`config.mk`:
```
export PLATFORM = sky130hd
export DESIGN_NAME = pcs_ctrl
export DESIGN_NICKNAME = d
export VERILOG_FILES = /design/src/rtl/pcs_pkg.sv /design/src/rtl/pcs_ctrl.sv
export SDC_FILE = /design/constraint.sdc
export NUM_CORES = 1
export LEC_CHECK = 0
export BUFFER_PORTS_ARGS = -buffer_cell sky130_fd_sc_hd__buf_2
export CORE_AREA = 2 2 39 41
export CTS_CLUSTER_DIAMETER = 30
export DETAILED_ROUTE_END_ITERATION = 10
export DIE_AREA = 0 0 41 43
export PLACE_DENSITY = 0.61
export SLEW_MARGIN = 10
export SYNTH_ARGS = -nofsm -noshare
export SYNTH_HDL_FRONTEND = slang
export SYNTH_SLANG_ARGS = --single-unit
export TNS_END_PERCENT = 100
```
`constraint.sdc`:
```
create_clock -name clk -period 2 [get_ports clk]
set_input_delay 0.2 -clock clk [delete_from_list [all_inputs] [get_ports clk]]
set_output_delay 0.2 -clock clk [all_outputs]
set_load 0.01 [all_outputs]
```
`src/rtl/pcs_pkg.sv`:
```
`timescale 1ns / 1ps
`default_nettype none
// ----------------------------------------------------------------------------
// pcs_pkg
// Shared sizes, codes and types of the percentile contrast stretch block.
// ----------------------------------------------------------------------------
package pcs_pkg;

  // Histogram geometry and counter width
  localparam int BINS       = 1024;
  localparam int COUNT_BITS = 20;
  localparam int IDX_BITS   = $clog2(BINS + 1);
  localparam int SUM_BITS   = COUNT_BITS + IDX_BITS;

  // Field widths
  localparam int VALUE_BITS   = 13;
  localparam int VALUE_ONE    = 4096;
  localparam int VALUE_SHIFT  = 12;
  localparam int OPCODE_BITS  = 2;
  localparam int CUT_BITS     = 13;
  localparam int STRETCH_BITS = 16;
  localparam int PCT_BITS     = 7;
  localparam int PCT_FULL     = 100;

  // Stretch arithmetic: v*BINS and cut*4096 share one width
  localparam int PROD_BITS    = $clog2(VALUE_ONE * BINS + 1);
  localparam int DIVD_BITS    = PROD_BITS + 1;
  localparam int DIVR_BITS    = IDX_BITS + 1;
  localparam int DIV_CNT_BITS = $clog2(DIVD_BITS + 1);

  // Percent products and their division by a hundred
  localparam int PCT_PROD_BITS = COUNT_BITS + PCT_BITS;
  localparam logic [PCT_PROD_BITS-1:0] PCT_RECIP =
    PCT_PROD_BITS'((64'd1 << PCT_PROD_BITS) / 64'd100);

  // Saturation bounds of the stretched word
  localparam int STR_MAX = 32767;
  localparam int STR_MIN = -32768;

  // Opcodes; code 3 carries no meaning
  localparam logic [OPCODE_BITS-1:0] OP_LOAD    = 2'd0;
  localparam logic [OPCODE_BITS-1:0] OP_FINISH  = 2'd1;
  localparam logic [OPCODE_BITS-1:0] OP_STRETCH = 2'd2;

  // Result kinds
  localparam logic KIND_CUT     = 1'b0;
  localparam logic KIND_STRETCH = 1'b1;

  // Configuration register indexes
  localparam int CFG_IDX_BITS = 1;
  localparam logic [CFG_IDX_BITS-1:0] CFG_LOW_PCT  = 1'd0;
  localparam logic [CFG_IDX_BITS-1:0] CFG_HIGH_PCT = 1'd1;

  localparam logic [PCT_BITS-1:0] LOW_PCT_RESET  = 7'd5;
  localparam logic [PCT_BITS-1:0] HIGH_PCT_RESET = 7'd95;

  typedef struct packed {
    logic [OPCODE_BITS-1:0] opcode;
    logic [VALUE_BITS-1:0]  value;
  } item_t;

  typedef struct packed {
    logic                           kind;
    logic [CUT_BITS-1:0]            low_cut;
    logic [CUT_BITS-1:0]            high_cut;
    logic signed [STRETCH_BITS-1:0] stretched;
    logic                           clipped;
  } result_t;

  // Commands from the controller to the datapath
  typedef struct packed {
    logic accept;
    logic load_rd;
    logic load_wr;
    logic clr_wr;
    logic idx_step;
    logic fin_mul;
    logic fin_recip;
    logic fin_corr;
    logic scan_rd;
    logic str_prep;
    logic div_start;
    logic report_fin;
    logic report_str;
  } cmd_t;

  // Status from the datapath to the controller
  typedef struct packed {
    logic idx_last;
    logic div_done;
  } status_t;

endpackage
`default_nettype wire

```
`src/rtl/pcs_ctrl.sv`:
```
`timescale 1ns / 1ps
`default_nettype none
// ----------------------------------------------------------------------------
// pcs_ctrl
// Sequencer: reset clearing pass, load, finish scan and stretch steps.
// ----------------------------------------------------------------------------
module pcs_ctrl (
  input  wire logic                            clk,
  input  wire logic                            rst,
  input  wire logic                            start,
  input  wire logic [pcs_pkg::OPCODE_BITS-1:0] opcode,
  input  wire pcs_pkg::status_t                status,
  output pcs_pkg::cmd_t                        cmd,
  output logic                                 busy
);
  import pcs_pkg::*;

  typedef enum logic [3:0] {
    CLEAR, IDLE, LOAD_WR, FIN_MUL, FIN_RECIP, FIN_CORR,
    SCAN, SCAN_DRAIN, FIN_REPORT, STR_PREP, STR_GO, STR_WAIT
  } state_t;

  state_t state, state_next;

  // Hold state
  always_ff @(posedge clk) begin
    if (rst) begin
      state <= CLEAR;
    end else begin
      state <= state_next;
    end
  end

  assign busy = (state != IDLE);

  // Decode commands and next state
  always_comb begin
    cmd        = '0;
    state_next = state;
    case (state)
      CLEAR: begin
        cmd.clr_wr   = 1'b1;
        cmd.idx_step = 1'b1;
        if (status.idx_last) begin
          state_next = IDLE;
        end
      end
      IDLE: begin
        if (start) begin
          cmd.accept = 1'b1;
          case (opcode)
            OP_LOAD: begin
              cmd.load_rd = 1'b1;
              state_next  = LOAD_WR;
            end
            OP_FINISH:  state_next = FIN_MUL;
            OP_STRETCH: state_next = STR_PREP;
            default:    state_next = IDLE;
          endcase
        end
      end
      LOAD_WR: begin
        cmd.load_wr = 1'b1;
        state_next  = IDLE;
      end
      FIN_MUL: begin
        cmd.fin_mul = 1'b1;
        state_next  = FIN_RECIP;
      end
      FIN_RECIP: begin
        cmd.fin_recip = 1'b1;
        state_next    = FIN_CORR;
      end
      FIN_CORR: begin
        cmd.fin_corr = 1'b1;
        state_next   = SCAN;
      end
      SCAN: begin
        cmd.scan_rd  = 1'b1;
        cmd.idx_step = 1'b1;
        if (status.idx_last) begin
          state_next = SCAN_DRAIN;
        end
      end
      SCAN_DRAIN: state_next = FIN_REPORT;
      FIN_REPORT: begin
        cmd.report_fin = 1'b1;
        state_next     = IDLE;
      end
      STR_PREP: begin
        cmd.str_prep = 1'b1;
        state_next   = STR_GO;
      end
      STR_GO: begin
        cmd.div_start = 1'b1;
        state_next    = STR_WAIT;
      end
      STR_WAIT: begin
        if (status.div_done) begin
          cmd.report_str = 1'b1;
          state_next     = IDLE;
        end
      end
      default: state_next = CLEAR;
    endcase
  end

endmodule
`default_nettype wire

```
# ---- Word level (Yosys, flattened, before mapping)
# Cells that the tools add are included.
dict set report classes {
  mux 21
  n_eq_ne 18
  reduce_logical 5
}
# operator n
set op_table {}
lappend op_table {{$pmux W4 S11} 1}
lappend op_table {{$eq A4 B3 Y1 const B} 4}
lappend op_table {{$eq A4 B4 Y1 const B} 4}
lappend op_table {{$mux W4} 4}
lappend op_table {{$mux W1} 13}
lappend op_table {{$pmux W4 S3} 1}
lappend op_table {{$eq A4 B2 Y1 const B} 2}
lappend op_table {{$ne A2 B2 Y1 const B} 4}
lappend op_table {{$eq A4 B1 Y1 const B} 1}
lappend op_table {{$logic_not A4 Y1} 1}
lappend op_table {{$mux W2} 2}
lappend op_table {{$ne A4 B1 Y1 const B} 1}
lappend op_table {{$reduce_and A4 Y1} 1}
lappend op_table {{$reduce_or A2 Y1} 2}
lappend op_table {{$eq A2 B1 Y1 const B} 1}
lappend op_table {{$eq A2 B2 Y1 const B} 1}
lappend op_table {{$logic_not A2 Y1} 1}
dict set report word_totals {
  regBits 4
  out_inout_bits 14
}

# ---- Longest topological paths before layout
# Gate-level depths: netlist of run 1.
dict set report depth {
  depth_word 4
  mapped_depth 5
}

# ---- Worst setup path after synthesis of run 1
# Ideal clock, no wire load.
dict set report synth_timing {
  path_type {register to output}
  startpoint {reg state[2]}
  endpoint {out cmd[11] (netlist name)}
  required_time_ps 1800
  path_stages_with_launch 5
  setup_slack_ps 716
  arrival_ps 1084
  cell_sequence {dfxtp_1 > buf_2 > nor2_1 > nand2b_1 > nor4_1}
}
# element line
set synth_lines {}
lappend synth_lines {{start: declaration} pcs_ctrl.sv:23} ;# state_t state, state_next;
lappend synth_lines {{start signal: assignment} pcs_ctrl.sv:30} ;# state <= state_next;
lappend synth_lines {{end: declaration} pcs_ctrl.sv:13} ;# output pcs_pkg::cmd_t cmd,

==> run summary, run 1 <==
### Run status
- result of the run: complete, no violations

### Critical path
- r2r worst-path depth: 4
- critical setup path kind: flop to output port
- arrival time reported for the critical path endpoint: 1.47 ns
- cell-by-cell listing of the critical path: nand2b_4 -> nand2b_1 -> nor4_1 -> buf_2
- combined buffer and inverter count along the critical path: 1
- flop-to-flop setup slack: 0.52 ns
- type of destination of the critical path: output port
- reg-to-reg critical path startpoint: state[1]
- Critical Path Source Type: flop
- Max stage delay cell, worst path: sky130_fd_sc_hd__dfxtp_1
- Worst Path Max Fanout: 12
- data required time of the worst path: 1.80 ns
- cell count along the critical path: 4
- endpoint of the most critical register-to-register path: state[1]
- cell type group with the largest total delay on the critical path: flip-flops
- worst stage delay on the critical path: 0.59 ns

### Detailed routing
- DRT iter0 DRCs: 4
- Final ANT Viol Nets: 0
- First-pass DRT Iterations: 4
- via count of the routed design: 468
- average routed wire per standard cell: 10.36 um
- DR DRC count: 0
- post-detailed-routing wire length: 995 um
- Vias/cell: 4.875

### Die
- effective utilization at floorplan: 28.93%
- row count: 14
- IO Count: 21
- core area: 1384 um^2
- vertical extent of the die: 43 um
- x dimension of the die: 41 um
- Die Outline Area: 1763 um^2

### Clock network
- Root Buffer: sky130_fd_sc_hd__clkbuf_4
- CTS H-tree depth: 1
- clock slew at reported path FFs: 0.03 ns
- CTS Hold Buffers Added: 0
- number of CTS-inserted buffers: 3
- sinks on the clock net: 4
- setup repair bufs after CTS: 0
- Gates resized, CTS repair: 0
- CTS tree: built
- Clk Latency, worst-skew pair: 0.23 ns
- Clock Path Buffers: 2

### Finish
- Reg with most FFs: state
- Total Nets Final: 89
- number of inserted filler cells in the final layout: 159
- largest registers: state (4)
- number of diodes added for antenna fixing: 0
- flip-flop count of the largest register after layout: 4
- share of post-route cells with drive strength above 1: 30.00%
- area overhead of the layout relative to synthesis: 30.31%

### Yosys
- most common cell in the synthesized netlist: sky130_fd_sc_hd__nor2_1
- top cells by instance count after synthesis: sky130_fd_sc_hd__nor2_1, sky130_fd_sc_hd__nor3_1, sky130_fd_sc_hd__nand2_1, sky130_fd_sc_hd__nand2b_1
- ys flop type: sky130_fd_sc_hd__dfxtp_1
- synthesized cell area: 400.4 um^2
- Post-synth EDFFs: 0
- share of Yosys cell area claimed by the top area cell type: 20.00%
- sequential fraction of the synthesis area: 20.00%
- count of mapped cells out of synthesis: 61
- library cells used by synthesis: 23
- largest area contributor in the synthesized netlist: sky130_fd_sc_hd__dfxtp_1
- proportion of register bits with asynchronous set or reset after synthesis: 0%
- post-synthesis net count: 68
- Avg Cell Area, Syn: 6.564 um^2
- flip-flop and latch count after synthesis: 4
- cell types with the largest area share after synthesis: sky130_fd_sc_hd__dfxtp_1, sky130_fd_sc_hd__nor2_1, sky130_fd_sc_hd__nand2b_1
- Warnings, synthesis: 0

### Timing
- unrepaired setup endpoints after global routing: false
- f_max: 0.5992 GHz
- TNS Setup: 0 ns
- crit share post-route: 83.45%
- worst-case setup margin in the final layout: 0.3311 ns
- normalized max-slew margin: 67.36%
- minimum period implied by the final worst setup slack: 1.669 ns
- final count of pins violating max slew: 0
- pin slew with the least headroom to its limit: 0.4890 ns
- Fin Clk Skew: 0.007464 ns
- number of endpoints failing setup at the final stage: 0
- number of failing hold endpoints at the final stage: 0

### Place
- minimum setup slack after placement: 0.5141 ns
- Final HPWL DP: 745.4 um
- total of buffers placed on input and output ports: 20
- global placement routability congestion: 0.6852

### Power
- standby leakage power: 0.2495 nW
- highest ir drop seen on vdd: 0.2531 mV
- P per Cell Area: 546.4 nW/um^2

### Hold path
- endpoint of the worst hold-timing path: state[0]
- Hold Path Stages: 2
- path category of the worst min-delay check: input pin to flop
- Min-Delay Startpoint: rst

### Global routing
- antenna violations before repair: 0
- total grt overflow: 0
- number of global-route vias before repair: 403
- Global Route Usage Sum: 13.57%
- maximum number of pins on one net before global-route repair: 17
- global-route wire length before repair: 1580 um

### Flow run
- max-cap check violation count: 0

==> cells by family after synthesis <==
group                     Yosys count  synth area share [%]
xor gates and xnor gates            2                 4.376
and+or+nand+nor                    37                 46.87
buffers and inverters               6                 7.188
DFF                                 4                 20.00
AOI/OAI and AO/OA                  10                 16.56
muxes                               2                 5.000
==> metrics by stage <==
stage	area, um^2	std cells	utilization (%)	total power [mW]	hold slack [ns]
finish	521.8	96	37.70	0.2851	0.1892
CTS	521.8	96	37.70	0.2920	0.1827
global route	521.8	96	37.70	0.3154	0.1920
global placement	499.2	93	36.08	0.1890	0.4354
detailed placement	499.2	93	36.08	0.1880	0.4284
floorplan	400.4	61	-	0.1605	0.2691
==> worst max path at each step <==
| stage | to | slack, ns | startpoint |
|---|---|---|---|
| after floorplan | cmd[11] | 0.72 | state[2] |
| final | cmd[11] | 0.33 | state[0] |
| after global routing | cmd[11] | 0.15 | state[0] |
| after detailed placement | state[1] | 0.51 | state[1] |
| after CTS | cmd[11] | 0.32 | state[0] |
| after global placement | state[0] | 0.51 | state[0] |
==> final cells by class <==
cell class	count	area, um^2	share of cell area (%)
clock buffer	3	22.52	4.317
inverter	2	7.507	1.439
multi-input combinational	51	291.5	55.88
sequential	4	80.08	15.35
tap	16	20.02	3.837
timing repair buffer	20	100.1	19.18
==> routing by layer <==
metal	track usage [%]	part of all wire, %	up-vias
met5	0	0	-
met4	8.000	0	0
met3	6.283	5.9	0
met2	19.69	47	13
met1	15.48	47	200
li1	-	-	255
==> power by group <==
group	total [mW]	internal (mW)	switching, mW
registers	0.101	0.0845	0.0160
logic	0.0859	0.0417	0.0442
clock network	0.0987	0.0670	0.0317
==> layout by cell type (no fill, tap or decap) <==
master | synthesis | layout
sky130_fd_sc_hd__nor3_1 | 6 | 6
sky130_fd_sc_hd__a31o_1 | 1 | 1
sky130_fd_sc_hd__a32oi_1 | 1 | 1
sky130_fd_sc_hd__clkbuf_4 | 0 | 3
sky130_fd_sc_hd__a21o_1 | 1 | 1
sky130_fd_sc_hd__a221oi_1 | 1 | 1
sky130_fd_sc_hd__xor2_1 | 2 | 2
sky130_fd_sc_hd__o21a_1 | 1 | 1
sky130_fd_sc_hd__nor4_1 | 4 | 4
sky130_fd_sc_hd__nor2_1 | 12 | 12
sky130_fd_sc_hd__nor2b_1 | 1 | 1
sky130_fd_sc_hd__a21oi_1 | 3 | 3
sky130_fd_sc_hd__mux2i_1 | 2 | 2
sky130_fd_sc_hd__or3_1 | 2 | 2
sky130_fd_sc_hd__dfxtp_1 | 4 | 4
sky130_fd_sc_hd__nand2b_4 | 1 | 1
sky130_fd_sc_hd__nand3_1 | 1 | 1
sky130_fd_sc_hd__buf_2 | 2 | 20
sky130_fd_sc_hd__nand2_1 | 5 | 5
sky130_fd_sc_hd__inv_1 | 2 | 2
sky130_fd_sc_hd__o21ai_0 | 2 | 2
sky130_fd_sc_hd__nand2b_1 | 5 | 5
Power figures use the tool's default switching activity.
==> run 2: changes to the inputs <==
Settings changed: PLACE_DENSITY 0.61 to 0.63.
Clock period 2 ns to 1.5 ns, I/O delays scaled along.
==> run 2 against run 1 <==
- the flow now finishes with violations (setup timing)
- combinational power rose by 97%
- via count rose by 20%
- cell count rose by 16%
- worst hold slack got worse by 0.044 ns
- register-to-register slack got worse by 0.43 ns
- sequential power rose by 18%
- sequential cell count did not move
- clock skew fell by 0.0070 ns
- critical path depth did not move
- largest cell class unchanged
==> run summary, run 2 (synthesis results as in run 1) <==
### Critical path
- Critical Path Source Type: flop
- data required time of the worst path: 1.35 ns
- critical setup path kind: flop to output port
- type of destination of the critical path: output port
- arrival time reported for the critical path endpoint: 1.36 ns
- cell type group with the largest total delay on the critical path: simple AND/OR/NAND/NOR gates
- Worst path most repeated cell: sky130_fd_sc_hd__nand2b_4
- cell-by-cell listing of the critical path: nand2b_4 -> nand2b_4 -> nor4_4 -> buf_2
- Worst Path Max Fanout: 8
- worst stage delay on the critical path: 0.36 ns
- combined buffer and inverter count along the critical path: 1
- Max stage delay cell, worst path: sky130_fd_sc_hd__dfxtp_4

### Detailed routing
- average routed wire per standard cell: 12.52 um
- DR DRC count: 0
- via count of the routed design: 563
- First-pass DRT Iterations: 4
- DRT iter0 DRCs: 16
- post-detailed-routing wire length: 1390 um
- Vias/cell: 5.072
- Final ANT Viol Nets: 0

### Clock network
- Clk Latency, worst-skew pair: 0.24 ns
- CTS tree: built
- clock slew at reported path FFs: 0.04 ns
- number of CTS-inserted buffers: 3
- Clock Path Buffers: 2
- sinks on the clock net: 4
- Root Buffer: sky130_fd_sc_hd__clkbuf_4
- CTS H-tree depth: 1

### Hold path
- path category of the worst min-delay check: input pin to flop

### Finish
- Total Nets Final: 104
- post-route insts no fill: 111
- commonest non-fill, non-tap cell in the layout: sky130_fd_sc_hd__buf_2
- post-layout util: 49.64%
- Reg with most FFs: state
- area overhead of the layout relative to synthesis: 71.56%
- largest registers: state (4)
- number of inserted filler cells in the final layout: 132
- number of diodes added for antenna fixing: 0
- flip-flop count of the largest register after layout: 4
- most frequent cells in the layout: sky130_fd_sc_hd__buf_2, sky130_fd_sc_hd__buf_4, sky130_fd_sc_hd__nor2_1
- share of post-route cells with drive strength above 1: 49.47%

### Power
- fraction of power spent switching nets: 34.45%
- switching power of the nets: 147.6 uW
- share of power burned in combinational logic: 39.6%
- P per Cell Area: 623.7 nW/um^2
- clock share of power: 32.6%
- overall power consumption: 428.4 uW
- highest ir drop seen on vdd: 0.3230 mV
- sequential cell fraction of total power: 27.9%
- standby leakage power: 0.3458 nW
- Internal: 280.8 uW

### Place
- global placement routability congestion: 0.8028
- total of buffers placed on input and output ports: 20
- minimum setup slack after placement: 0.1283 ns
- # placed instances: 99
- Final HPWL DP: 890.4 um

### Die
- vertical extent of the die: 43 um
- x dimension of the die: 41 um
- Die Outline Area: 1763 um^2
- row count: 14
- core area: 1384 um^2
- effective utilization at floorplan: 28.93%
- IO Count: 21

### Timing
- pin slew with the least headroom to its limit: 0.3833 ns
- Fin Clk Skew: 0.0004746 ns
- final count of pins violating max slew: 0
- crit share post-route: 100.4%
- worst-case setup margin in the final layout: -0.006655 ns
- f_max: 0.6637 GHz
- final-layout worst hold slack: 0.1447 ns
- minimum period implied by the final worst setup slack: 1.507 ns
- normalized max-slew margin: 74.21%
- number of endpoints failing setup at the final stage: 1
- unrepaired setup endpoints after global routing: true
- number of failing hold endpoints at the final stage: 0

### Global routing
- maximum number of pins on one net before global-route repair: 14
- antenna violations before repair: 0
- number of global-route vias before repair: 400
- Global Route Usage Sum: 13.25%
- total grt overflow: 0
- global-route wire length before repair: 1656 um

### Run status
- failing checks: setup timing
- result of the run: finished, violations left

### Flow run
- max-cap check violation count: 0

-- run 2: power by group through the flow --
stage | Sequential [mW] | Combinational, mW | Clock (mW)
floorplan | 0.120 | 0.0939 | 0
global placement | 0.125 | 0.135 | 0
detailed placement | 0.125 | 0.136 | 0
CTS | 0.123 | 0.137 | 0.142
global route | 0.120 | 0.185 | 0.148
finish | 0.119 | 0.169 | 0.139
-- run 2: repair_timing --
action	CTS	global route
endpoints found under the setup margin	5	3
endpoints found under the hold margin	0	0
resized for setup	4	10
hold buffers	0	0
setup buffers	0	9
pin swaps	0	2
-- run 2: routing by layer --
metal  up-vias  global-route usage (%)  wire length (um)
met3         6                       0                92
met5         -                       0                 0
met1       243                   15.43               557
met2        31                   23.44               702
met4         0                   6.000                38
li1        283                       -                 -
-- run 2: area by class of cell --
type / count / area, um^2 / share of cell area [%]
sequential: 4 / 92.59 / 13.48
tap: 16 / 20.02 / 2.914
multi-input combinational: 51 / 327.8 / 47.72
clock buffer: 3 / 22.52 / 3.279
inverter: 2 / 7.507 / 1.093
timing repair buffer: 35 / 216.5 / 31.51
-- run 2: worst paths after layout --
path	depth (start not counted)	endpoint	startpoint	slack [ns]
worst max register to register	5	state[3]	state[3]	0.09
worst min-delay path	2	state[0]	rst	0.14
worst min register to register	2	state[1]	state[1]	0.55
worst max-delay path	4	cmd[11]	state[1]	-0.007
-- run 2: stage by stage --
step / area [um^2] / setup TNS, ns
final: 686.9 / -0.006655
after global routing: 686.9 / -0.09048
after detailed placement: 544.3 / 0
after CTS: 573.1 / -0.0003600
after floorplan: 400.4 / 0
after global placement: 544.3 / 0
